[config.mk]
export PLATFORM = sky130hd
export DESIGN_NAME = sorted_timeout_queue_core
export DESIGN_NICKNAME = d
export VERILOG_FILES = /design/src/design/stq_pkg.sv /design/src/design/sorted_timeout_queue_core.sv
export SDC_FILE = /design/constraint.sdc
export NUM_CORES = 1
export LEC_CHECK = 0
export BUFFER_PORTS_ARGS = -buffer_cell sky130_fd_sc_hd__clkbuf_2
export CAP_MARGIN = 30
export CORE_ASPECT_RATIO = 1.5
export CORE_UTILIZATION = 30
export CTS_BUF_LIST = sky130_fd_sc_hd__clkbuf_2
export DETAILED_ROUTE_END_ITERATION = 8
export GPL_TIMING_DRIVEN = 1
export PLACE_DENSITY = 0.5
export SYNTH_ARGS = -nofsm -noshare
export SYNTH_HDL_FRONTEND = slang
export SYNTH_SLANG_ARGS = --single-unit
[constraint.sdc]
create_clock -name clk_i -period 5.9 [get_ports clk_i]
set_input_delay 0.295 -clock clk_i [delete_from_list [all_inputs] [get_ports clk_i]]
set_output_delay 0.295 -clock clk_i [all_outputs]
set_load 0.1 [all_outputs]
[src/design/stq_pkg.sv]
`default_nettype none
package stq_pkg;
  localparam int unsigned KindW = 3;
  localparam int unsigned IdW = 4;
  localparam int unsigned MsW = 31;
  localparam int unsigned MillisW = 32;
  localparam int unsigned MaxBurst = 16;

  typedef enum logic [KindW-1:0] {
    KIND_TICK   = 3'd0,
    KIND_SET    = 3'd1,
    KIND_CANCEL = 3'd2,
    KIND_REM    = 3'd3,
    KIND_NEXT   = 3'd4
  } kind_e;

  typedef enum logic [7:0] {
    ST_IDLE   = 8'b0000_0001,
    ST_RDHEAD = 8'b0000_0010,
    ST_EXP    = 8'b0000_0100,
    ST_SCAN   = 8'b0000_1000,
    ST_SHIFT  = 8'b0001_0000,
    ST_INS    = 8'b0010_0000,
    ST_OUT    = 8'b0100_0000,
    ST_NEXT   = 8'b1000_0000
  } state_e;
endpackage
`default_nettype wire

[src/design/sorted_timeout_queue_core.sv]
// Timeout queue keeping up to NUM_TIMERS timers in deadline order, ties in arrival
// order. Slot numbers in list order sit in an order memory and deadlines in a
// deadline memory, both with a registered synchronous read, and every walk of the
// list goes through the single order port. A remaining or next query, or a cancel
// or set of a slot that is not pending, loads its beat into the output register
// once its reads are done (a set of such a slot first searches its place in the
// list). A cancel of a pending timer walks the list to it and closes the gap; a
// set of a pending timer unlinks and re-inserts it. A tick, for each timer it
// expires, reads the head, checks its deadline and closes the gap, and then checks
// the count, the burst size and the next head to see whether the burst is over;
// each expiry beat is held back until its last flag is known, so it leaves when
// the following head has been checked. At most 16 expiries per tick; the rest stay
// due for the next tick. The result sits in one output register and no new input
// beat is taken until it has drained.
`default_nettype none
module sorted_timeout_queue_core #(
  parameter int unsigned NUM_TIMERS = 16,
  parameter int unsigned TIME_BITS  = 32
) (
  input  wire logic                   clk_i,
  input  wire logic                   rst_ni,
  input  wire logic                   in_valid_i,
  output logic                        in_ready_o,
  input  wire logic [stq_pkg::KindW-1:0] kind_i,
  input  wire logic [stq_pkg::IdW-1:0]   timer_id_i,
  input  wire logic [stq_pkg::MsW-1:0]   msecs_i,
  output logic                        out_valid_o,
  input  wire logic                   out_ready_i,
  output logic [stq_pkg::KindW-1:0]   result_kind_o,
  output logic                        status_o,
  output logic [stq_pkg::IdW-1:0]     expired_id_o,
  output logic signed [stq_pkg::MillisW-1:0] millis_o,
  output logic                        last_o
);
  import stq_pkg::*;
  localparam int unsigned SW = $clog2(NUM_TIMERS);
  localparam int unsigned CW = $clog2(NUM_TIMERS + 2);
  localparam int unsigned BW = $clog2(MaxBurst + 1);
  localparam int unsigned WW = TIME_BITS + MillisW;
  localparam logic signed [WW-1:0] MsMax = WW'({1'b0, {(MillisW-1){1'b1}}});

  logic [TIME_BITS-1:0] dl_mem [NUM_TIMERS];
  logic [SW-1:0]        ord_mem [NUM_TIMERS];
  logic [NUM_TIMERS-1:0] pend_q, pend_d;
  logic [TIME_BITS-1:0] now_q, now_d;
  logic [CW-1:0] cnt_q, cnt_d;
  state_e st_q, st_d;
  logic [KindW-1:0] kind_q, kind_d;
  logic [IdW-1:0] id_q, id_d;
  logic [TIME_BITS-1:0] newdl_q, newdl_d;
  logic [CW-1:0] idx_q, idx_d;
  logic [CW-1:0] pos_q, pos_d;
  logic [BW-1:0] nexp_q, nexp_d;
  logic phase_q, phase_d;
  logic [SW-1:0] shv_q, shv_d;
  logic [SW-1:0] hold_q, hold_d;
  logic hit_q, hit_d;

  logic ov_q, ov_d;
  logic [KindW-1:0] rk_q, rk_d;
  logic rs_q, rs_d, rl_q, rl_d;
  logic [IdW-1:0] ri_q, ri_d;
  logic [MillisW-1:0] rm_q, rm_d;

  // memory ports
  logic dl_we; logic [SW-1:0] dl_wa, dl_ra; logic [TIME_BITS-1:0] dl_wd, dl_rd;
  logic ord_we; logic [SW-1:0] ord_wa, ord_ra, ord_wd, ord_rd;

  always_ff @(posedge clk_i) begin
    if (dl_we) dl_mem[dl_wa] <= dl_wd;
    dl_rd <= dl_mem[dl_ra];
    if (ord_we) ord_mem[ord_wa] <= ord_wd;
    ord_rd <= ord_mem[ord_ra];
  end

  function automatic logic later(input logic [TIME_BITS-1:0] a, input logic [TIME_BITS-1:0] b);
    logic [TIME_BITS-1:0] d;
    d = a - b;
    return (d != '0) && !d[TIME_BITS-1];
  endfunction

  function automatic logic [MillisW-1:0] sat(input logic [TIME_BITS-1:0] d);
    logic signed [WW-1:0] sx;
    sx = WW'($signed(d));
    if (sx > MsMax) return {1'b0, {(MillisW-1){1'b1}}};
    if (sx < ~MsMax) return {1'b1, {(MillisW-1){1'b0}}};
    return sx[MillisW-1:0];
  endfunction

  wire id_ok = ({{(32-IdW){1'b0}}, id_q} < NUM_TIMERS);
  wire [SW-1:0] ids = SW'(id_q);
  wire in_ok = ({{(32-IdW){1'b0}}, timer_id_i} < NUM_TIMERS);
  wire [SW-1:0] in_slot = SW'(timer_id_i);
  wire out_free = !ov_q || out_ready_i;
  assign in_ready_o = (st_q == ST_IDLE) && !ov_q;

  always_comb begin
    st_d = st_q; kind_d = kind_q; id_d = id_q; newdl_d = newdl_q;
    idx_d = idx_q; pos_d = pos_q; nexp_d = nexp_q; phase_d = phase_q; shv_d = shv_q;
    hold_d = hold_q; hit_d = hit_q;
    pend_d = pend_q; now_d = now_q; cnt_d = cnt_q;
    ov_d = ov_q && !out_ready_i; rk_d = rk_q; rs_d = rs_q; rl_d = rl_q; ri_d = ri_q; rm_d = rm_q;
    dl_we = 1'b0; dl_wa = ids; dl_wd = newdl_q; dl_ra = ids;
    ord_we = 1'b0; ord_wa = '0; ord_wd = '0; ord_ra = '0;
    unique case (st_q)
      ST_IDLE: begin
        if (in_valid_i && in_ready_o) begin
          kind_d = kind_i; id_d = timer_id_i;
          newdl_d = now_q + TIME_BITS'(msecs_i);
          idx_d = '0; nexp_d = '0; phase_d = 1'b0;
          unique case (kind_i) inside
            KIND_TICK: begin now_d = now_q + 1'b1; st_d = ST_RDHEAD; end
            KIND_SET, KIND_CANCEL, KIND_REM: begin
              dl_ra = in_slot; st_d = ST_OUT;
              hit_d = in_ok && pend_q[in_slot];
              if (hit_d && kind_i != KIND_REM)
                st_d = ST_SCAN;
              else if (kind_i == KIND_SET && in_ok)
                st_d = ST_INS;
            end
            KIND_NEXT: begin ord_ra = '0; st_d = ST_NEXT; end
            default: st_d = ST_IDLE;
          endcase
          pos_d = cnt_q;
        end
      end
      // tick: read head slot, then its deadline; the held expiry goes out once
      // it is known whether another one follows
      ST_RDHEAD: begin
        if (cnt_q == '0 || nexp_q == BW'(MaxBurst)) begin
          if (nexp_q == '0) st_d = ST_IDLE;
          else if (out_free) begin
            ov_d = 1'b1; rk_d = KIND_TICK; rs_d = 1'b0; ri_d = IdW'(hold_q);
            rm_d = '0; rl_d = 1'b1; st_d = ST_IDLE;
          end
        end else if (!phase_q) begin
          ord_ra = '0; phase_d = 1'b1;
        end else begin
          dl_ra = ord_rd; shv_d = ord_rd; phase_d = 1'b0; st_d = ST_EXP;
        end
      end
      ST_EXP: begin
        // keep the head deadline on the read port while waiting for the output
        dl_ra = shv_q;
        if (later(dl_rd, now_q)) begin
          if (nexp_q == '0) st_d = ST_IDLE;
          else if (out_free) begin
            ov_d = 1'b1; rk_d = KIND_TICK; rs_d = 1'b0; ri_d = IdW'(hold_q);
            rm_d = '0; rl_d = 1'b1; st_d = ST_IDLE;
          end
        end else if (nexp_q == '0 || out_free) begin
          if (nexp_q != '0) begin
            ov_d = 1'b1; rk_d = KIND_TICK; rs_d = 1'b0; ri_d = IdW'(hold_q);
            rm_d = '0; rl_d = 1'b0;
          end
          hold_d = shv_q;
          pend_d[shv_q] = 1'b0;
          pos_d = '0; idx_d = CW'(1); st_d = ST_SHIFT;
          nexp_d = nexp_q + 1'b1;
        end
      end
      // scan for id (set or cancel) to unlink; idx walks the list
      ST_SCAN: begin
        if (!phase_q) begin
          ord_ra = idx_q[SW-1:0]; phase_d = 1'b1;
        end else begin
          phase_d = 1'b0;
          if (ord_rd == ids) begin
            pos_d = idx_q; idx_d = idx_q + 1'b1; st_d = ST_SHIFT;
            pend_d[ids] = 1'b0;
          end else idx_d = idx_q + 1'b1;
        end
      end
      // close gap: order[pos] = order[pos+1] ... then drop count
      ST_SHIFT: begin
        if (idx_q >= cnt_q) begin
          cnt_d = cnt_q - 1'b1;
          idx_d = '0; phase_d = 1'b0;
          if (kind_q == KIND_TICK) st_d = ST_RDHEAD;
          else if (kind_q == KIND_SET) st_d = ST_INS;
          else st_d = ST_OUT;
        end else if (!phase_q) begin
          ord_ra = idx_q[SW-1:0]; phase_d = 1'b1;
        end else begin
          ord_we = 1'b1; ord_wa = pos_q[SW-1:0]; ord_wd = ord_rd;
          pos_d = pos_q + 1'b1; idx_d = idx_q + 1'b1; phase_d = 1'b0;
        end
      end
      // insert: find first entry later than new deadline, then shift tail up
      ST_INS: begin
        if (idx_q == '0 && !phase_q) begin
          dl_we = 1'b1; pos_d = cnt_q;
        end
        if (cnt_q == CW'(NUM_TIMERS)) st_d = ST_OUT;
        else if (idx_q < cnt_q && pos_q == cnt_q) begin
          if (!phase_q) begin
            ord_ra = idx_q[SW-1:0]; phase_d = 1'b1;
          end else begin
            dl_ra = ord_rd; phase_d = 1'b0;
            idx_d = idx_q; pos_d = CW'(NUM_TIMERS + 1); shv_d = ord_rd;
          end
        end else if (pos_q == CW'(NUM_TIMERS + 1)) begin
          if (later(dl_rd, newdl_q)) begin
            pos_d = idx_q; idx_d = cnt_q;
          end else begin
            pos_d = cnt_q; idx_d = idx_q + 1'b1;
          end
        end else if (idx_q > pos_q) begin
          if (!phase_q) begin
            ord_ra = SW'(idx_q - 1'b1); phase_d = 1'b1;
          end else begin
            ord_we = 1'b1; ord_wa = idx_q[SW-1:0]; ord_wd = ord_rd;
            idx_d = idx_q - 1'b1; phase_d = 1'b0;
          end
        end else begin
          ord_we = 1'b1; ord_wa = pos_q[SW-1:0]; ord_wd = ids;
          cnt_d = cnt_q + 1'b1; pend_d[ids] = 1'b1;
          dl_ra = ids; st_d = ST_OUT;
        end
      end
      ST_OUT: begin
        if (!phase_q) begin
          dl_ra = ids; phase_d = 1'b1;
        end else if (!ov_q) begin
          phase_d = 1'b0;
          ov_d = 1'b1; rk_d = kind_q; ri_d = id_q; rl_d = 1'b1; rm_d = '0;
          rs_d = !id_ok;
          if (kind_q == KIND_CANCEL) rs_d = !hit_q;
          if (kind_q == KIND_REM) begin
            rs_d = !(id_ok && pend_q[ids]);
            if (id_ok && pend_q[ids]) rm_d = sat(dl_rd - now_q);
          end
          st_d = ST_IDLE;
        end
      end
      ST_NEXT: begin
        if (!phase_q) begin
          dl_ra = ord_rd; shv_d = ord_rd; phase_d = 1'b1;
        end else if (!ov_q) begin
          phase_d = 1'b0; ov_d = 1'b1; rk_d = KIND_NEXT; rl_d = 1'b1;
          if (cnt_q == '0) begin
            rs_d = 1'b1; ri_d = '0; rm_d = '0;
          end else begin
            rs_d = 1'b0; ri_d = IdW'(shv_q);
            rm_d = sat(dl_rd - now_q);
            if (rm_d[MillisW-1]) rm_d = '0;
          end
          st_d = ST_IDLE;
        end
      end
      default: st_d = ST_IDLE;
    endcase
  end

  always_ff @(posedge clk_i or negedge rst_ni) begin
    if (!rst_ni) begin
      st_q <= ST_IDLE; pend_q <= '0; now_q <= '0; cnt_q <= '0; ov_q <= 1'b0;
      phase_q <= 1'b0; nexp_q <= '0; idx_q <= '0; pos_q <= '0;
    end else begin
      st_q <= st_d; pend_q <= pend_d; now_q <= now_d; cnt_q <= cnt_d; ov_q <= ov_d;
      phase_q <= phase_d; nexp_q <= nexp_d; idx_q <= idx_d; pos_q <= pos_d;
    end
  end

  always_ff @(posedge clk_i) begin
    kind_q <= kind_d; id_q <= id_d; newdl_q <= newdl_d; shv_q <= shv_d;
    hold_q <= hold_d; hit_q <= hit_d;
    rk_q <= rk_d; rs_q <= rs_d; ri_q <= ri_d; rm_q <= rm_d; rl_q <= rl_d;
  end

  assign out_valid_o = ov_q;
  assign result_kind_o = rk_q;
  assign status_o = rs_q;
  assign expired_id_o = ri_q;
  assign millis_o = rm_q;
  assign last_o = rl_q;
endmodule
`default_nettype wire

# After elaboration in Yosys (flattened, before gate mapping)
# Memories as Yosys holds them, arrays and structs flattened. A register that Yosys moved wholly into a read port is not among the register bits.
# Cells that the tools add are included.
[classes]
n_eq_ne = 53
n_lt_le_gt_ge = 10
reduce_logical = 52
mux = 235
n_bitwise = 6
addsub = 10
[op_table]
columns = ["cell", "n"]
rows = [
  ["two-way mux 32 bit", 22],
  ["two-way mux 4 bit", 43],
  ["two-way mux 5 bit", 31],
  ["two-way mux 16 bit", 8],
  ["two-way mux 8 bit", 16],
  ["one-hot mux 32 bit (4 select lines)", 1],
  ["two-way mux 1 bit", 75],
  ["nonzero test 32 bit", 2],
  ["subtractor 32 bit", 2],
  ["two-way mux 31 bit", 2],
  ["one-hot mux 8 bit (7 select lines)", 1],
  ["one-hot mux 5 bit (5 select lines)", 2],
  ["one-hot mux 16 bit (3 select lines)", 1],
  ["inequality test 2 bit, second input constant", 20],
  ["adder 32 x 1 -> 32 bit, second input constant", 1],
  ["adder 32 x 31 -> 32 bit", 1],
  ["bitwise AND 16 bit", 2],
  ["> comparator 32 bit, second input constant", 1],
  ["less-than comparator 32 bit, second input constant", 1],
  ["NOT 16 bit", 2],
  ["two-way mux 3 bit", 10],
  ["inequality test 3 bit, second input constant", 10],
  ["two-way mux 7 bit", 4],
  ["one-hot mux 4 bit (3 select lines)", 2],
  ["other kinds (57)", 106],
]
[totals]
elab_cells = 388
ram_bits = 576
mem_count = 2
inputBits = 42
out_inout_bits = 43
ff_bits = 167
[memory_table]
columns = ["memory", "depth", "width", "read_ports", "rd_clocked_by_memory_dff", "wr", "line_no", "source"]
rows = [
  ["dl_mem", 16, 32, 1, 1, 1, "sorted_timeout_queue_core.sv:42", "logic [TIME_BITS-1:0] dl_mem [NUM_TIMERS];"],
  ["ord_mem", 16, 4, 1, 1, 1, "sorted_timeout_queue_core.sv:43", "logic [SW-1:0] ord_mem [NUM_TIMERS];"],
]

# Longest topological paths before layout
# Gate-level depths: netlist (run 1).
[logic_depth]
word_depth = 23
mapped_depth = 18

# Worst setup path after synthesis (run 1)
# No wires, ideal clock.
[synth_path]
kind = "register to register"
startpoint = "reg idx_q[0]"
endpoint = "mem dl_mem[13][0], enable pin"
setup_ns = 0.461
t_arrival_ns = 4.564
n_path_buf = 3
synth_period_minus_slack_ns = 5.025
setup_slack_ns = 0.875
path_stages_with_launch = 11
path_cell_list = "dfrtp_1 clkbuf_1 inv_1 ha_1 inv_1 or3_1 nor3_1 clkbuf_1 nand2_1 clkbuf_1 nor3_1"
[synth_via]
elab_chain_len = 6
[synth_lines]
columns = ["element", "line_no", "source"]
rows = [
  ["from (decl)", "sorted_timeout_queue_core.sv:51", "logic [CW-1:0] idx_q, idx_d;"],
  ["from (signal assigned)", "sorted_timeout_queue_core.sv:261", "phase_q <= phase_d; nexp_q <= nexp_d; idx_q <= idx_d; pos_q <= pos_d;"],
  ["logical NOT 5 bit", "sorted_timeout_queue_core.sv:191", "if (idx_q == '0 && !phase_q) begin"],
  ["logical AND 1 bit", "sorted_timeout_queue_core.sv:191", ""],
  ["two-way mux 1 bit", "sorted_timeout_queue_core.sv:191", ""],
  ["two-way mux 1 bit", "sorted_timeout_queue_core.sv:105", "unique case (st_q)"],
  ["two-way mux 1 bit", "sorted_timeout_queue_core.sv:70", "if (dl_we) dl_mem[dl_wa] <= dl_wd;"],
  ["two-way mux 1 bit (implied by the code)", "sorted_timeout_queue_core.sv:70", ""],
  ["to (decl)", "sorted_timeout_queue_core.sv:42", ""],
]
# No other way between the ends.

# Worst setup path in the final report (run 1)
[layout_path]
startpoint = "reg now_q[14]"
endpoint = "reg newdl_q[31] (netlist: dl_wd[31]), data pin"
[layout_via]
elab_chain_len = 1
[layout_lines]
columns = ["element", "line_no", "source"]
rows = [
  ["from (decl)", "sorted_timeout_queue_core.sv:45", "logic [TIME_BITS-1:0] now_q, now_d;"],
  ["from (signal assigned)", "sorted_timeout_queue_core.sv:260", "st_q <= st_d; pend_q <= pend_d; now_q <= now_d; cnt_q <= cnt_d; ov_q <= ov_d;"],
  ["adder 32 x 31 -> 32 bit", "sorted_timeout_queue_core.sv:109", "newdl_d = now_q + TIME_BITS'(msecs_i);"],
  ["to (signal assigned)", "sorted_timeout_queue_core.sv:266", "kind_q <= kind_d; id_q <= id_d; newdl_q <= newdl_d; shv_q <= shv_d;"],
  ["to (decl)", "sorted_timeout_queue_core.sv:50", "logic [TIME_BITS-1:0] newdl_q, newdl_d;"],
]
# No other way between the ends.
# A chain may end at the register's enable or synchronous reset.

==> impl_metrics.csv, run 1 <==
group,metric,value,unit
run_status,status,"finished, final reports clean",
route,drt_first_pass_iters,5,
route,post-route-drc-count,0,
power_and_ir_drop,power_leakage,0.01589,uW
sta,grt_setup_unrepaired,"false",
clocking,cts_tree,"built",
synthesis,synthDistinctLibCells,88,
grt,antenna_found_initial,2,
synthesis,syn_nets,3449,
worst_setup_path,cp_data_required_time,7.18,ns
grt,grt_max_degree,107,
synthesis,post_syn_instances,3287,
sta,report.final.hold_viol_count,0,
clocking,clock_edge_transition_at_the_registers_on_the_reported_setup_and_hold_paths,0.12,ns
placed_design,placed_cells,4971,
power_and_ir_drop,vdd_drop_max,0.4963,mV
placed_design,numPortBuffers,84,
synthesis,synth_async_sr_flop_share,10.01,%
route,first_drt_iteration_drcs,1740,
layout,post_route_cells_drive_above_1_share,14.22,%
floorplanning,core_region_area,126900,sq um
floorplanning,vertical_die_dimension,440.6,microns
synthesis,post-synth-top-area-fraction,51.90,%
grt,grt_pass1_vias,27980,
sta,finalSetupViolCount,0,
synthesis,post_synth_most_frequent_cells,"665 x edfxtp_1, 384 x nand2_1, 192 x a21oi_1",
synthesis,seq_area_frac_synth,58.85,%
layout,num-fill-cells,12810,
floorplanning,die_x,294.4,microns
synthesis,yosysWarningCount,0,
worst_setup_path,worst-setup-path-type,"reg2reg",
sta,crit_share_post_route,94.96,%
clocking,clock-sinks,779,
floorplanning,core.rowCount,160,
route,routed_wirelength,116800,microns
sta,fmax,0.1785,GHz
synthesis,synth_edf_count,665,
sta,setup_tns,0,ns
power_and_ir_drop,power_density,544.9,nW/um^2
layout,fin_cells,5425,
worst_setup_path,r2r_setup_slack,0.30,ns
route,wire_per_inst,21.52,microns
floorplanning,start_util,30.31,%
synthesis,synth_seq_cells,779,
placed_design,hpwlAfterDp,75880,microns
synthesis,synth_most_common_cell,"edfxtp_1",
worst_setup_path,critPathLaunchType,"flop",
sta,finClkSkew,0.1329,ns
worst_setup_path,critical_path.max_fanout,5,
sta,pin_slew_with_the_least_headroom_to_its_limit,1.047,ns
worst_setup_path,worst-endpoint-arrival,6.88,ns
power_and_ir_drop,report.power.total,24060,uW
layout,count_of_nets_after_finishing,3729,
worst_setup_path,category_of_the_worst_setup_path_capture_point,"flop",
grt,gr-usage-all-layers,17.89,%
floorplanning,io-pin-count,85,
route,num_vias,27960,
route,detail-route-antenna-nets,0,
route,routed_via_density,5.153,
clocking,cts_max_path_buffers,3,
clocking,worst_skew_pair.late_latency,1.51,ns
worst_hold_path,hold_path.class,"in2reg",
clocking,cts-htree-levels,4,
synthesis,postSynthAreaPerCell,11.71,sq um
sta,timing.final.crit_period,5.602,ns
synthesis,synth_area_leader_cell,"edfxtp_1",
clocking,tritoncts.num_buffers,177,
grt,global_route_wire_length_before_repair,173800,microns
layout,synthToLayoutAreaGrowth,14.76,%
job,maxCapViolations,0,
synthesis,synth_flop_cell,"edfxtp_1",
synthesis,synthTopCellsByArea,"edfxtp_1 52%, dfrtp_1 5.0%, ha_1 3.8%",
grt,grt-ovfl-total,0,
floorplanning,design.die.area,129700,sq um
placed_design,routabilityCongestion,0.8998,
clocking,clk_root_buffer_cell,"clkbuf_2",
sta,drv_slew,0,
sta,slew-limit-headroom,29.57,%
synthesis,synth.cell_area,38470,sq um
## where the power goes
group / switching, uW / total [uW] / internal [uW] / leakage (uW)
clock: 2240 / 3810 / 1570 / 0.00135
combinational: 8280 / 12600 / 4350 / 0.00714
sequential: 817 / 7620 / 6800 / 0.00739
total: 11300 / 24100 / 12700 / 0.0159
## critical path, cell delays in order (launching register included)
cell and delay (ns):
dfrtp_1 0.46, ha_1 0.37, a21o_1 0.22, a21oi_2 0.27, dlygate4sd3_1 0.67, a21oi_1 0.08, o21ai_0 0.25, o2bb2ai_1 0.16
a211oi_1 0.10, o31a_1 0.30, dlygate4sd3_1 0.57, o21ai_0 0.27, nand2_1 0.13, a211o_1 0.27, dlygate4sd3_1 0.55, a21oi_1 0.14
dlygate4sd3_1 0.58, xnor2_1 0.06
## per-layer routing
layer	wire length (microns)	GRT usage (%)	vias up
met4	5317	8.871	0
met1	46940	20.70	13800
met3	4464	2.652	256
met2	60040	32.00	733
li1	-	-	13170
met5	0	0	-
## final timing paths
| kind | startpoint | endpoint | cells past startpoint |
|---|---|---|---|
| hold reg to reg | now_q[5]$_DFFE_PN0P_ | now_q[5]$_DFFE_PN0P_ | 1 |
| setup / recovery | now_q[14]$_DFFE_PN0P_ | dl_wd[31]$_DFFE_PP_ | 17 |
| hold / removal | msecs_i[1] | dl_wd[3]$_DFFE_PP_ | 6 |
| min in group asynchronous | rst_ni | now_q[26]$_DFFE_PN0P_ | 5 |
| setup reg to reg | now_q[14]$_DFFE_PN0P_ | dl_wd[31]$_DFFE_PP_ | 17 |
| max in group asynchronous | rst_ni | now_q[1]$_DFFE_PN0P_ | 6 |
## cells in the final DEF, fill, tap and decap left out, types with 60 or more instances in the layout
cell and n:
a21oi_1 189, ha_1 116, and2_1 84, a311oi_1 66
a211oi_1 176, edfxtp_1 665, and2_0 66, o21ai_0 86
a31oi_1 82, dlygate4sd3_1 117, inv_1 119, mux2i_1 79
dfrtp_1 77, nor3_1 60, buf_4 68, clkbuf_2 359
nand2_1 384, nor2_1 150, xnor2_1 76
## area by class of cell
type | instances | area [sq um] | share of cell area, %
well taps | 1701 | 2128 | 4.820
multi-input cells | 2209 | 14780 | 33.47
repair buffers | 279 | 2317 | 5.248
clock inverters | 56 | 440.4 | 0.9975
flip-flops and latches | 779 | 22640 | 51.28
diodes | 4 | 10.01 | 0.02267
clock buffers | 276 | 1381 | 3.128
inverters | 121 | 454.2 | 1.029
## repair_timing
item | 4_1_cts | 5_1_grt
hold buffers | 118 | 0
buffers inserted | 0 | 0
resized for setup | 0 | 1
endpoints found under the setup margin | 0 | 1
endpoints found under the hold margin | 333 | 0
## cell families after synthesis
logic type	Yosys count	synth area share (%)
multiplexers	94	2.787
adder cells (fa/ha/maj)	120	3.980
XOR/XNOR	103	2.345
flip-flops	779	58.85
buffers and inverters	299	3.187
AND/OR/NAND/NOR	997	12.66
AO/OA/AOI/OAI	895	16.19
## through the flow
| stage | hold slack, ns | instance area [sq um] | setup WS [ns] | util [%] |
|---|---|---|---|---|
| 2_1_floorplan | -0.0005911 | 38470 | 0.8754 | - |
| 3_3_place_gp | 0.2295 | 41070 | 0.6523 | 32.36 |
| 3_5_place_dp | 0.2299 | 41130 | 0.5339 | 32.40 |
| 4_1_cts | 0.06390 | 44140 | 0.1785 | 34.78 |
| 5_1_grt | 0.1390 | 44150 | 0.04389 | 34.79 |
| 6_report | 0.2283 | 44150 | 0.2975 | 34.79 |
## sequential cells by signal, indices dropped and copies added (netlist names), 5 cells and up
name and flops:
cnt_q 5, dl_mem 512, dl_rd 32, dl_wd 32, idx_q 5, millis_o 32
nexp_q 5, now_q 32, ord_mem 64, pend_q 16, pos_q 5, st_q 8
No activity file was read; power rests on OpenSTA's default activity.
==> run 2: changes to the inputs <==
- CTS_BUF_LIST: sky130_fd_sc_hd__clkbuf_2 -> sky130_fd_sc_hd__clkbuf_8
==> impl_metrics.csv, run 2 (synthesis gave the netlist of run 1 again) <==
group,metric,value,unit
sta,grt_setup_unrepaired,"false",
route,wire_per_inst,22.18,microns
route,routed_via_density,5.201,
worst_setup_path,critical_path.max_fanout,17,
worst_setup_path,cp_data_required_time,6.56,ns
layout,fin_cells,5211,
grt,antenna_found_initial,1,
sta,setup_tns,0,ns
layout,largestRegisters,"dl_mem: 512 flops, ord_mem: 64 flops",
layout,count_of_nets_after_finishing,3577,
clocking,clock-sinks,779,
sta,pin_slew_with_the_least_headroom_to_its_limit,0.9680,ns
floorplanning,design.die.area,129700,sq um
clocking,clk_root_buffer_cell,"clkbuf_8",
sta,setup_ws,0.4599,ns
route,post-route-drc-count,0,
worst_setup_path,largest_stage_delay_worst_path,0.95,ns
run_status,status,"finished, final reports clean",
grt,global_route_wire_length_before_repair,171500,microns
sta,finClkSkew,0.06616,ns
worst_setup_path,category_of_the_worst_setup_path_capture_point,"flop",
worst_setup_path,worst-path-buf-inv,2,
clocking,cts_max_path_buffers,3,
clocking,clock_edge_transition_at_the_registers_on_the_reported_setup_and_hold_paths,0.06,ns
sta,crit_share_post_route,92.21,%
layout,synthToLayoutAreaGrowth,13.77,%
route,routed_wirelength,115600,microns
route,detail-route-antenna-nets,0,
worst_setup_path,worst-setup-path-type,"reg2reg",
clocking,tritoncts.num_buffers,112,
sta,drv_slew,0,
worst_setup_path,critical-path-top-delay-family,"compound AO/OA/AOI/OAI gates",
layout,layout_commonest_cell,"edfxtp_1",
worst_hold_path,hold_path.class,"in2reg",
job,maxCapViolations,0,
grt,grt_pass1_vias,27030,
sta,timing.final.crit_period,5.440,ns
placed_design,placedInstanceArea,41130,sq um
placed_design,hpwlAfterDp,75880,microns
sta,slew-limit-headroom,33.79,%
power_and_ir_drop,power_leakage,0.01551,uW
worst_setup_path,crit_path_top_delay_cell,"a2111oi_0",
floorplanning,core.rowCount,160,
grt,grt_max_degree,107,
floorplanning,core_region_area,126900,sq um
layout,largest-register,"dl_mem",
route,num_vias,27100,
floorplanning,start_util,30.31,%
route,drt_first_pass_iters,5,
worst_setup_path,critPathLaunchType,"flop",
grt,grt-ovfl-total,0,
floorplanning,die_x,294.4,microns
clocking,cts_resized,0,
floorplanning,io-pin-count,85,
route,first_drt_iteration_drcs,1697,
sta,worst_hold_slack,0.09614,ns
power_and_ir_drop,vdd_drop_max,0.4794,mV
sta,fmax,0.1838,GHz
layout,largest_register_ff_count,512,
worst_setup_path,worst-endpoint-arrival,6.10,ns
grt,gr-usage-all-layers,17.65,%
sta,report.final.hold_viol_count,0,
layout,layout.cells.most_common_list,"665 x edfxtp_1, 384 x nand2_1, 190 x a21oi_1, 176 x a211oi_1, 159 x inv_1",
clocking,worst_skew_pair.late_latency,0.82,ns
clocking,cts-htree-levels,3,
placed_design,numPortBuffers,84,
power_and_ir_drop,power_density,562.9,nW/um^2
placed_design,place_ws,0.5339,ns
worst_setup_path,critical_path.cell_chain,"buf_4 -> ha_1 -> fa_1 -> nand2b_1 -> a21oi_1 -> o2111ai_1 -> a2111oi_0 -> nor2_1 -> xnor2_1 -> a2111oi_0 -> nand4_1 -> o21ai_2 -> buf_4 -> mux2i_1 -> o211ai_1 -> o21a_1",
layout,post_route_cells_drive_above_1_share,11.03,%
sta,finalSetupViolCount,0,
placed_design,routabilityCongestion,0.8998,
floorplanning,vertical_die_dimension,440.6,microns
layout,finish.instance_area,43770,sq um
placed_design,placed_cells,4971,
clocking,cts_tree,"built",
run 2: per-layer routing:
layer | vias up | GRT usage (%) | routed length (microns)
met3 | 225 | 2.295 | 4015
li1 | 12760 | - | -
met2 | 653 | 31.75 | 59170
met5 | - | 0 | 0
met1 | 13470 | 20.64 | 47050
met4 | 0 | 8.317 | 5325
run 2: worst reg2reg max path: stages (launching register included):
cell	delay, ns
edfxtp_1	0.35
buf_4	0.21
ha_1	0.25
fa_1	0.40
nand2b_1	0.19
a21oi_1	0.34
o2111ai_1	0.32
a2111oi_0	0.95
nor2_1	0.21
xnor2_1	0.18
a2111oi_0	0.41
nand4_1	0.18
o21ai_2	0.58
buf_4	0.32
mux2i_1	0.21
o211ai_1	0.09
o21a_1	0.13
run 2: per-stage QoR:
step	power, uW	utilization [%]
global route	26210	34.49
detailed placement	20280	32.40
floorplan	16210	-
finish	24640	34.49
global placement	20340	32.36
CTS	24840	34.48
run 2: final cells by class:
type                            instances  area (sq um)
Tap cell                             1701          2128
Timing Repair Buffer                  192          1446
Clock buffer                          131          1803
Multi-Input combinational cell       2209         14780
Antenna cell                            1         2.502
Sequential cell                       779         22640
Fill cell                           12680         83150
Inverter                              121         454.2
Clock inverter                         77         518.0
run 2: final timing paths:
check | slack (ns) | end | start | cells past startpoint
min reg2reg | 0.51 | now_q[5]$_DFFE_PN0P_ | now_q[5]$_DFFE_PN0P_ | 1
max reg2reg | 0.46 | pos_q[4]$_DFFE_PN0P_ | dl_wd[0]$_DFFE_PP_ | 16
min in group asynchronous | 0.54 | now_q[20]$_DFFE_PN0P_ | rst_ni | 4
max | 0.46 | pos_q[4]$_DFFE_PN0P_ | dl_wd[0]$_DFFE_PP_ | 16
min | 0.1 | dl_wd[16]$_DFFE_PP_ | msecs_i[16] | 3
max in group asynchronous | 4.44 | cnt_q[0]$_DFFE_PN0P_ | rst_ni | 4
run 2: repair_timing:
item / 4_1_cts / 5_1_grt
buffers inserted: 0 / 0
endpoints found under the hold margin: 59 / 0
hold buffers: 31 / 0
setup endpoints to repair: 0 / 0
run 2: power by group:
group / internal [uW] / leakage, uW / switching [uW]
logic: 4300 / 0.00678 / 8250
registers: 6820 / 0.00739 / 812
clock network: 2300 / 0.00134 / 2160
total: 13400 / 0.0155 / 11200
